### config.mk
export PLATFORM = sky130hd
export DESIGN_NAME = display_list_vertex_byte_inserter_top
export DESIGN_NICKNAME = d
export VERILOG_FILES = /design/src/rtl/dlvbi_pkg.sv /design/src/rtl/dlvbi_parse.sv /design/src/rtl/dlvbi_emit.sv /design/src/rtl/display_list_vertex_byte_inserter_top.sv
export SDC_FILE = /design/constraint.sdc
export NUM_CORES = 1
export LEC_CHECK = 0
export ABC_AREA = 1
export BUFFER_PORTS_ARGS = -buffer_cell sky130_fd_sc_hd__buf_2
export CAP_MARGIN = 20
export CORE_UTILIZATION = 51
export CTS_CLUSTER_DIAMETER = 50
export DETAILED_ROUTE_END_ITERATION = 10
export PLACE_DENSITY = 0.74
export SLEW_MARGIN = 10
export SYNTH_ARGS = -nofsm -noshare
export SYNTH_HDL_FRONTEND = slang
export SYNTH_HIERARCHICAL = 1
export SYNTH_SLANG_ARGS = --single-unit
### constraint.sdc
create_clock -name clk -period 4.1 [get_ports clk]
set_input_delay 0.41 -clock clk [delete_from_list [all_inputs] [get_ports clk]]
set_output_delay 0.41 -clock clk [all_outputs]
set_load 0.01 [all_outputs]
### src/rtl/dlvbi_pkg.sv
// Shared types and constants for the display list vertex byte inserter.
package dlvbi_pkg;

  // Output alignment: padding brings the output length to a multiple of this.
  localparam int unsigned CNT_W       = 5;
  localparam int unsigned ALIGN_BYTES = 1 << CNT_W;

  // Configuration register indexes.
  localparam logic [2:0] REG_STRIDE = 3'd0;
  localparam logic [2:0] REG_OFFSET = 3'd1;
  localparam logic [2:0] REG_BASE   = 3'd2;
  localparam logic [2:0] REG_FAN    = 3'd3;
  localparam logic [2:0] REG_STRIP  = 3'd4;

  typedef struct packed {
    logic [7:0] vertex_stride;
    logic [7:0] insert_offset;
    logic [7:0] index_base;
    logic [7:0] fan_opcode;
    logic [7:0] strip_opcode;
  } cfg_t;

  // Output work produced by one input byte. Mask bit 0 is an inserted byte
  // before the data byte, bit 1 the data byte, bit 2 an inserted byte after it.
  typedef struct packed {
    logic [7:0]       ins;
    logic [7:0]       data;
    logic [2:0]       mask;
    logic [CNT_W-1:0] pad;
    logic             fin;
    logic             ended;
  } plan_t;

endpackage

### src/rtl/dlvbi_parse.sv
// Display list parser: tracks command, count and vertex position per input byte.
module dlvbi_parse (
  input  logic                clk,
  input  logic                rst_n,
  input  dlvbi_pkg::cfg_t     cfg,
  input  logic                take,
  input  logic [7:0]          item_byte,
  input  logic                item_last,
  output dlvbi_pkg::plan_t    plan
);

  localparam logic [1:0] PH_CMD    = 2'd0;
  localparam logic [1:0] PH_CNT_HI = 2'd1;
  localparam logic [1:0] PH_CNT_LO = 2'd2;
  localparam logic [1:0] PH_VTX    = 2'd3;

  logic [1:0]                  phase_r, phase_nxt;
  logic [7:0]                  cnt_hi_r, cnt_hi_nxt;
  logic [15:0]                 left_r, left_nxt;
  logic [7:0]                  biv_r, biv_nxt;
  logic [7:0]                  first_r, first_nxt;
  logic [dlvbi_pkg::CNT_W-1:0] cnt_r, cnt_nxt;
  logic                        stop_r, stop_nxt;

  logic [8:0]                  stride;
  logic [8:0]                  off;
  logic [8:0]                  k_inc;
  logic [7:0]                  fvb;
  logic [dlvbi_pkg::CNT_W-1:0] ndata;
  logic [dlvbi_pkg::CNT_W-1:0] cnt_after;
  logic                        restart;

  always_comb begin
    stride = (cfg.vertex_stride == 8'd0) ? 9'd256 : {1'b0, cfg.vertex_stride};
    off    = ({1'b0, cfg.insert_offset} > stride) ? stride : {1'b0, cfg.insert_offset};
    k_inc  = {1'b0, biv_r} + 9'd1;
    fvb    = (biv_r == 8'd0) ? item_byte : first_r;
  end

  always_comb begin
    phase_nxt  = phase_r;
    cnt_hi_nxt = cnt_hi_r;
    left_nxt   = left_r;
    biv_nxt    = biv_r;
    first_nxt  = first_r;
    stop_nxt   = stop_r;
    restart    = 1'b0;
    plan       = '0;
    plan.data  = item_byte;
    plan.ins   = cfg.index_base + fvb;

    if (stop_r) begin
      restart = item_last;
    end else begin
      unique case (phase_r)
        PH_CMD: begin
          plan.mask[1] = 1'b1;
          if (item_byte == cfg.fan_opcode || item_byte == cfg.strip_opcode) begin
            phase_nxt = PH_CNT_HI;
          end else begin
            plan.fin   = 1'b1;
            plan.ended = 1'b1;
            stop_nxt   = 1'b1;
          end
        end
        PH_CNT_HI: begin
          plan.mask[1] = 1'b1;
          cnt_hi_nxt   = item_byte;
          phase_nxt    = PH_CNT_LO;
        end
        PH_CNT_LO: begin
          plan.mask[1] = 1'b1;
          left_nxt     = {cnt_hi_r, item_byte};
          biv_nxt      = 8'd0;
          phase_nxt    = ({cnt_hi_r, item_byte} == 16'd0) ? PH_CMD : PH_VTX;
        end
        PH_VTX: begin
          first_nxt    = fvb;
          plan.mask[0] = ({1'b0, biv_r} == off);
          plan.mask[1] = 1'b1;
          if (k_inc >= stride) begin
            plan.mask[2] = (off == stride);
            biv_nxt      = 8'd0;
            left_nxt     = left_r - 16'd1;
            if (left_r == 16'd1) begin
              phase_nxt = PH_CMD;
            end
          end else begin
            biv_nxt = k_inc[7:0];
          end
        end
        default: begin
          phase_nxt = PH_CMD;
        end
      endcase
      if (item_last) begin
        plan.fin = 1'b1;
        restart  = 1'b1;
      end
    end

    ndata = {{(dlvbi_pkg::CNT_W-1){1'b0}}, plan.mask[0]}
          + {{(dlvbi_pkg::CNT_W-1){1'b0}}, plan.mask[1]}
          + {{(dlvbi_pkg::CNT_W-1){1'b0}}, plan.mask[2]};
    cnt_after = cnt_r + ndata;
    cnt_nxt   = cnt_after;
    if (plan.fin) begin
      // Zeros needed to reach the next alignment boundary.
      plan.pad = '0 - cnt_after;
      cnt_nxt  = '0;
    end

    if (restart) begin
      phase_nxt  = PH_CMD;
      cnt_hi_nxt = 8'd0;
      left_nxt   = 16'd0;
      biv_nxt    = 8'd0;
      first_nxt  = 8'd0;
      cnt_nxt    = '0;
      stop_nxt   = 1'b0;
    end
  end

  always_ff @(posedge clk) begin
    if (!rst_n) begin
      phase_r  <= PH_CMD;
      cnt_hi_r <= 8'd0;
      left_r   <= 16'd0;
      biv_r    <= 8'd0;
      first_r  <= 8'd0;
      cnt_r    <= '0;
      stop_r   <= 1'b0;
    end else if (take) begin
      phase_r  <= phase_nxt;
      cnt_hi_r <= cnt_hi_nxt;
      left_r   <= left_nxt;
      biv_r    <= biv_nxt;
      first_r  <= first_nxt;
      cnt_r    <= cnt_nxt;
      stop_r   <= stop_nxt;
    end
  end

  a_vtx_has_count: assert property (@(posedge clk) disable iff (!rst_n)
    phase_r == PH_VTX |-> left_r != 16'd0)
    else $error("vertex phase with zero vertices left");
  a_stop_only_cmd: assert property (@(posedge clk) disable iff (!rst_n)
    stop_r |-> phase_r == PH_CMD)
    else $error("stopped while inside a draw command");
  a_biv_in_stride: assert property (@(posedge clk) disable iff (!rst_n)
    phase_r == PH_VTX |-> {1'b0, biv_r} < stride)
    else $error("vertex byte position beyond stride");

endmodule

### src/rtl/dlvbi_emit.sv
// Output sequencer: moves one plan byte per unstalled cycle into the output register.
module dlvbi_emit (
  input  logic             clk,
  input  logic             rst_n,
  input  dlvbi_pkg::plan_t plan_in,
  input  logic             plan_valid,
  output logic             load_ok,
  output logic             out_valid,
  input  logic             out_stall,
  output logic [7:0]       out_byte,
  output logic             out_last,
  output logic             out_ended_early
);

  dlvbi_pkg::plan_t            plan_r, plan_nxt;
  logic                        out_valid_r, out_valid_nxt;
  logic [7:0]                  out_byte_r;
  logic                        out_last_r;
  logic                        out_ended_r;

  logic                        busy;
  logic                        out_free;
  logic                        pop;
  logic                        last_pop;
  logic                        plan_load;
  logic [7:0]                  pop_byte;
  logic [2:0]                  mask_after;
  logic [dlvbi_pkg::CNT_W-1:0] pad_after;

  always_comb begin
    busy     = (plan_r.mask != 3'b000) || (plan_r.pad != '0);
    out_free = !out_valid_r || !out_stall;
    pop      = busy && out_free;

    mask_after = plan_r.mask;
    pad_after  = plan_r.pad;
    pop_byte   = 8'd0;
    if (plan_r.mask[0]) begin
      pop_byte      = plan_r.ins;
      mask_after[0] = 1'b0;
    end else if (plan_r.mask[1]) begin
      pop_byte      = plan_r.data;
      mask_after[1] = 1'b0;
    end else if (plan_r.mask[2]) begin
      pop_byte      = plan_r.ins;
      mask_after[2] = 1'b0;
    end else if (plan_r.pad != '0) begin
      pad_after = plan_r.pad - {{(dlvbi_pkg::CNT_W-1){1'b0}}, 1'b1};
    end
    last_pop  = busy && (mask_after == 3'b000) && (pad_after == '0);
    load_ok   = !busy || (pop && last_pop);
    plan_load = load_ok && plan_valid;

    plan_nxt = plan_r;
    if (plan_load) begin
      plan_nxt = plan_in;
    end else if (pop) begin
      plan_nxt.mask = mask_after;
      plan_nxt.pad  = pad_after;
    end

    out_valid_nxt = pop || (out_valid_r && out_stall);
  end

  always_ff @(posedge clk) begin
    plan_r.ins   <= plan_nxt.ins;
    plan_r.data  <= plan_nxt.data;
    plan_r.fin   <= plan_nxt.fin;
    plan_r.ended <= plan_nxt.ended;
    if (!rst_n) begin
      plan_r.mask <= 3'b000;
      plan_r.pad  <= '0;
      out_valid_r <= 1'b0;
    end else begin
      plan_r.mask <= plan_nxt.mask;
      plan_r.pad  <= plan_nxt.pad;
      out_valid_r <= out_valid_nxt;
    end
    if (pop) begin
      out_byte_r  <= pop_byte;
      out_last_r  <= plan_r.fin && last_pop;
      out_ended_r <= plan_r.ended;
    end
  end

  assign out_valid       = out_valid_r;
  assign out_byte        = out_byte_r;
  assign out_last        = out_last_r;
  assign out_ended_early = out_ended_r;

  a_pad_needs_fin: assert property (@(posedge clk) disable iff (!rst_n)
    plan_r.pad != '0 |-> plan_r.fin)
    else $error("padding pending without a finishing plan");
  a_load_when_free: assert property (@(posedge clk) disable iff (!rst_n)
    plan_load |-> !busy || last_pop)
    else $error("plan overwritten while bytes remain");
  a_hold_plan: assert property (@(posedge clk) disable iff (!rst_n)
    busy && !out_free |=> $stable(plan_r.mask) && $stable(plan_r.pad))
    else $error("plan advanced while the output was stalled");

endmodule

### src/rtl/display_list_vertex_byte_inserter_top.sv
// Top level of the display list vertex byte inserter.
// The block takes one display list byte per cycle while in_stall is low and
// returns the rewritten list one byte per cycle while out_stall is low; each
// output byte is a transaction of its own. An accepted input byte is held in
// the input register, where the parser decides what it emits, then in the
// sequencer's plan register, from which each byte moves into the output
// register. Most input bytes emit exactly one byte, so with the output not
// stalled input and output run at one transaction per cycle. A vertex byte at
// the insertion point emits two, and the final byte of a list or a stopping
// command adds up to 31 zero padding bytes; while the extra bytes play out the
// input is stalled. The single output byte per cycle is what bounds
// throughput. Configuration writes are always ready and must be made
// only while the block holds no unfinished list byte.
module display_list_vertex_byte_inserter_top (
  input  logic       clk,
  input  logic       rst_n,
  input  logic       in_valid,
  output logic       in_stall,
  input  logic [7:0] in_byte,
  input  logic       in_last,
  output logic       out_valid,
  input  logic       out_stall,
  output logic [7:0] out_byte,
  output logic       out_last,
  output logic       out_ended_early,
  input  logic       cfg_valid,
  output logic       cfg_ready,
  input  logic [2:0] cfg_index,
  input  logic [7:0] cfg_data
);

  dlvbi_pkg::cfg_t  cfg_r;
  dlvbi_pkg::plan_t plan;

  logic       in_v_r;
  logic [7:0] in_byte_r;
  logic       in_last_r;
  logic       load_ok;
  logic       take;
  logic       in_accept;

  assign cfg_ready = 1'b1;

  always_ff @(posedge clk) begin
    if (!rst_n) begin
      cfg_r.vertex_stride <= 8'd1;
      cfg_r.insert_offset <= 8'd0;
      cfg_r.index_base    <= 8'd0;
      cfg_r.fan_opcode    <= 8'd160;
      cfg_r.strip_opcode  <= 8'd152;
    end else if (cfg_valid && cfg_ready) begin
      unique case (cfg_index)
        dlvbi_pkg::REG_STRIDE: cfg_r.vertex_stride <= cfg_data;
        dlvbi_pkg::REG_OFFSET: cfg_r.insert_offset <= cfg_data;
        dlvbi_pkg::REG_BASE:   cfg_r.index_base    <= cfg_data;
        dlvbi_pkg::REG_FAN:    cfg_r.fan_opcode    <= cfg_data;
        dlvbi_pkg::REG_STRIP:  cfg_r.strip_opcode  <= cfg_data;
        default: begin
        end
      endcase
    end
  end

  // The held byte is consumed as soon as the sequencer can take its plan.
  assign take      = in_v_r && load_ok;
  assign in_stall  = in_v_r && !load_ok;
  assign in_accept = in_valid && !in_stall;

  always_ff @(posedge clk) begin
    if (!rst_n) begin
      in_v_r <= 1'b0;
    end else begin
      in_v_r <= in_accept || (in_v_r && !take);
    end
  end

  always_ff @(posedge clk) begin
    if (in_accept) begin
      in_byte_r <= in_byte;
      in_last_r <= in_last;
    end
  end

  dlvbi_parse u_parse (
    .clk       (clk),
    .rst_n     (rst_n),
    .cfg       (cfg_r),
    .take      (take),
    .item_byte (in_byte_r),
    .item_last (in_last_r),
    .plan      (plan)
  );

  dlvbi_emit u_emit (
    .clk             (clk),
    .rst_n           (rst_n),
    .plan_in         (plan),
    .plan_valid      (in_v_r),
    .load_ok         (load_ok),
    .out_valid       (out_valid),
    .out_stall       (out_stall),
    .out_byte        (out_byte),
    .out_last        (out_last),
    .out_ended_early (out_ended_early)
  );

endmodule

* After elaboration in Yosys (flattened, before gate mapping) *
Index checks and enable logic that the tools add are counted.

word-level totals
  register bits after elaboration = 135
  output and inout bits = 13
  logic and storage cells = 152

operators by class
  eq/ne operators = 16
  multiplexer cells = 53
  add/subtract/negate cells = 8
  reduce and logical (&&, ||, !) cells = 47
  bitwise operators = 1
  magnitude comparators = 2

operators with widths
  operator                                               count
  2-to-1 mux 8 bit                                       15
  2-to-1 mux 16 bit                                      3
  2-to-1 mux 5 bit                                       7
  one-hot mux 16 bit (2 select lines)                    1
  2-to-1 mux 2 bit                                       10
  2-to-1 mux 9 bit                                       2
  equality test 16 x 1 -> 1 bit (second input constant)  1
  equality test 8 bit                                    2
  zero test 16 bit                                       1
  zero test 8 bit                                        2
  one-hot mux 8 bit (2 select lines)                     1
  subtractor 16 x 1 -> 16 bit (second input constant)    1
  2-to-1 mux 1 bit                                       12
  logical AND 1 bit                                      10
  AND reduction 2 bit                                    5
  adder 8 x 1 -> 9 bit (second input constant)           1
  equality test 8 x 9 -> 1 bit                           1
  equality test 9 bit                                    1
  >= comparator 9 bit                                    1
  greater-than comparator 8 x 9 -> 1 bit                 1
  != test 3 x 1 -> 1 bit (second input constant)         3
  AND reduction 3 bit                                    3
  adder 8 bit                                            1
  one-hot mux 2 bit (4 select lines)                     1
  25 further kinds                                       41

* Logic depth before layout (Yosys ltp) *
  word-level depth = 14
  depth in mapped cells = 31

* Modules after synthesis *
The synthesis kept the hierarchy.

modules (own cells, without submodules)
  module                                 times used  cells an instance  area each (um^2)
  dlvbi_parse                            1           649                4,172.8
  display_list_vertex_byte_inserter_top  1           254                1,929.4
  dlvbi_emit                             1           167                1,820.5

* Worst setup path before layout *
No wires, ideal clock.

  path kind = register -> register
  start = reg cfg_r[36] (netlist name)
  end = reg u_emit/plan_r[6] (netlist name)
  data required time = 3.991 ns
  cell stages (with the launch flop) = 30
  buffers on the path = 1
  data arrival time = 3.667 ns
  clock period less this slack = 3.776 ns
  slack = 0.324 ns
  cell sequence = dfxtp_1 > inv_1 > ha_1 > nand2_1 > nor2_1 > nand2_1 > nand3_1 > nand2_1 > nand2_4 > nand2_4 > buf_6 > nand2_1 > nand2_1 > nand2_1 > nand3_1 > nor2_2 > a21oi_1 > ha_1 > ha_1 > fa_1 > inv_1 > ha_1 > inv_1 > nor3_1 > xor2_1 > nor2_1 > nand3_2 > nand3_1 > nand2_1 > inv_1

RTL lines
  what                line                                         RTL
  start: declaration  display_list_vertex_byte_inserter_top.sv:32  dlvbi_pkg::cfg_t cfg_r;
  end: declaration    dlvbi_emit.sv:15                             dlvbi_pkg::plan_t plan_r, plan_nxt;

==> summary.md <==
| Metric | Value |
|---|---|
| Status | `finished, final reports clean` |
| Residual DRC | `0` |
| Number of different library cells in the post-synthesis netlist | `52` |
| Remaining Overflow, GRT | `0` |
| Hold Crit Start | `in_byte[5]` |
| Total wire length | `20,300 um` |
| Clock buffers created by TritonCTS | `17` |
| Mapped cell area | `7920 sq um` |
| Sinks on Clock Net | `between 100 and 150` |
| Count of TritonRoute iterations in the first routing pass | `8` |
| Slew at the pin closest to its max-slew limit | `a little under 0.9 ns` |
| Htree depth | `4` |
| Clock tree skew after final layout | `between 0.008 and 0.009 ns` |
| Post-DP HPWL | `between 10,000 and 15,000 um` |
| Most common cell on crit path | `nand2_1` |
| Final clock period utilization by the worst path | `98.0%` |
| Fraction of registers with async set/reset | `0%` |
| Initial antenna violation count | `0` |
| Number of cells traversed by the worst register-to-register path | `27` |
| Commonest non-fill, non-tap cell in the layout | `nand2_1` |
| Max-cap violations | `0` |
| Synthesized area divided by synthesized cell count | `7.40 sq um` |
| Die width | `127 um` |
| Final non-filler cell total | `1,328` |
| Boundary pin count | `38` |
| Class of the most critical setup path | `flop to flop` |
| Number of routed nets with antenna violations | `0` |
| Final Max Tran Viols | `0` |
| Slowest stage delay, CP | `about 0.48 ns` |
| Fill count | `between 1,000 and 1,500` |
| Synth warn | `6` |
| Kind of capture point of the worst setup path | `flop` |
| Highest Clock Rate | `249 MHz` |
| Post-synthesis sequential area ratio | `38.8%` |
| Max FO, Critical Path | `7` |
| Root cell of the clock tree | `clkbuf_16` |
| Pin count of the biggest net entering global routing | `70` |
| Relative slew slack | `slightly above 40%` |
| # placed instances | `1,276` |
| Clock period minus final worst setup slack | `4.02 ns` |
| Number of DRC violations after detailed-routing iteration 0 | `roughly 790` |
| Count of final hold-check violations | `0` |
| Wire length per cell | `15.3 um` |
| Proportion of layout cells with a drive suffix above 1 | `17.8%` |
| Reg2Reg Setup Slack | `0.08 ns` |
| Clock Tree Buf Depth | `2` |
| RSZ-0062 raised after global routing | `yes` |
| Most frequent cells in the layout | `nand2_1 (214), nor2_1 (148), inv_1 (102)` |
| Core area | `~15,000 sq um` |
| Overall via count from detail_route | `roughly 7,300` |
| Buffers on Ports | `36` |
| Arrival time of the worst setup path | `4.34 ns` |
| Via count of the first global-routing pass | `roughly 6,500` |
| Number of flip-flops and latches in the synthesized netlist | `135` |
| Post-synth net total | `1,130` |
| Slowest cell on the critical path | `fa_2` |
| Path type of the worst min-delay path | `input port to flop` |
| Number of hold buffers added after CTS | `0` |
| Reg-to-Reg Start | `cfg_r[38]` |
| Number of antenna repair diodes | `0` |
| Global-route wire length before repair | `32,100 um` |
| PD cells | `533 nW/um^2` |
| Critical Path RT | `4.42 ns` |
| Clock-pin slew on the worst setup and hold paths | `approximately 0.06 ns` |
| Origin of the worst setup path | `cfg_r[38]` |
| Cell depth of the worst hold path | `1` |
| Hold Slack | `0.162 ns` |
| Area Growth Syn to Fin | `15.9%` |
| Most instantiated flip-flop cell in the synthesis netlist | `dfxtp_1` |
| Leakage | `4.00 nW` |
| GP Congestion | `1.01` |
| Critical path startpoint category | `flop` |
| Site Rows | `45` |
| Overall die height | `approximately 130 um` |
| Total of endpoints with negative setup slack in the final report | `0` |
| Die Area | `16,000 sq um` |
| Clock latency of the later-clocked register in the worst-skew pair | `between 0.4 and 0.5 ns` |
| Worst supply voltage drop on vdd | `356 uV` |
| Number of cells produced by synthesis | `1,070` |
| Final net count | `1,187` |
| Overall fraction of global-route tracks in use | `25.4%` |
| CTS tree | `yes` |
| Initial core utilization | `52.1%` |
| Via density | `around 5.5` |
| Number of synthesized flops with an enable pin | `37` |
-- area by class of cell --
class,instances,area [sq um],area share (%)
clock buffers,18,429,4.68
clock inverters,14,125,1.36
inverters,116,440,4.80
multi-input cells,785,4400,47.9
flip-flops and latches,135,3090,33.7
well taps,188,235,2.56
repair buffers,72,454,4.95
-- registers in the layout (all words and copies together) (netlist names), 2 cells and up --
signal,flops
u_parse/left_r,16
cfg_r,40
u_emit/out_byte,8
u_parse/phase_r,2
u_emit/plan_r,26
u_parse/cnt_hi_r,8
u_parse/biv_r,8
in_byte_r,8
u_parse/first_r,8
u_parse/cnt_r,5
-- power breakdown --
group	internal (mW)	switching, mW	leakage, nW
combinational	0.607	1.09	2.58
clock	0.837	0.604	0.266
sequential	1.60	0.144	1.15
-- worst max-delay path: cells and delay by family, from the launching register on --
kind,cells,cell delay [ns]
fa+ha+maj,5,1.45
simple gates,14,1.36
flops,1,0.36
compound gates,3,0.35
buf+inv,4,0.22
xor+xnor,1,0.16
-- cells in the mapped netlist, types with 6 or more instances --
cell type  count  share of area (%)
a21oi_1       63                4.0
ha_1          33                5.2
buf_2          7               0.44
nor2_2         7               0.55
edfxtp_1      37                 14
o22ai_1        6               0.47
nor4_1         6               0.47
nand3_1      102                6.4
xor2_1        26                2.9
inv_1        107                5.1
buf_4         12                1.1
o21ai_0       47                3.0
nor2_1       153                7.2
or2_2         10               0.79
nand3_2        9                1.1
o211ai_1      10               0.95
nand2_1      221                 10
dfxtp_1       98                 25
nand4_1       16                1.3
xnor2_1       10                1.1
nor3_1        18                1.1
clkbuf_1      10               0.47
-- per-layer routing --
| layer | vias to the layer above | GRT usage, % | share of wire, % |
|---|---|---|---|
| met3 | 56 | 3.84 | 5.7 |
| met4 | 0 | 10.9 | 2.3 |
| met1 | 3323 | 34.3 | 46 |
| met2 | 304 | 40.4 | 46 |
| met5 | - | 0 | 0 |
| li1 | 3662 | - | - |
-- path summary, 6_finish.rpt --
kind	endpoint
min reg2reg	u_emit/out_ended_early
min	in_byte_r[5]
max reg2reg	u_emit/plan_r[6]
max	u_emit/plan_r[6]
-- kinds of logic after synthesis --
logic type               share of synthesized area, %
AO/OA/AOI/OAI                                    11.1
XOR/XNOR                                         3.98
adder cells (fa/ha/maj)                          5.72
buffers and inverters                            8.70
flip-flops                                       38.8
other                                          0.0473
AND/OR/NAND/NOR                                  31.7
-- what timing repair did --
item / CTS / global route
gates cloned: 0 / 4
buffers inserted: 6 / 10
gates resized for setup: 7 / 57
endpoints found under the setup margin: 3 / 18
pin swaps: 1 / 25
-- per-stage QoR --
step           utilization (%)  instance area, sq um  TNS, ns  power [mW]  worst slack (ns)
4_1_cts                   58.2                  8850        0        4.82          0.000945
3_3_place_gp              54.1                  8230   -0.102        3.32           -0.0649
3_5_place_dp              54.1                  8230   -0.253        3.33            -0.109
5_1_grt                   60.4                  9180   -0.409        5.18            -0.145
2_1_floorplan                -                  7920        0        3.00             0.324
6_report                  60.4                  9180        0        4.89            0.0833
Note: power is estimated with default switching activity, not from simulation.
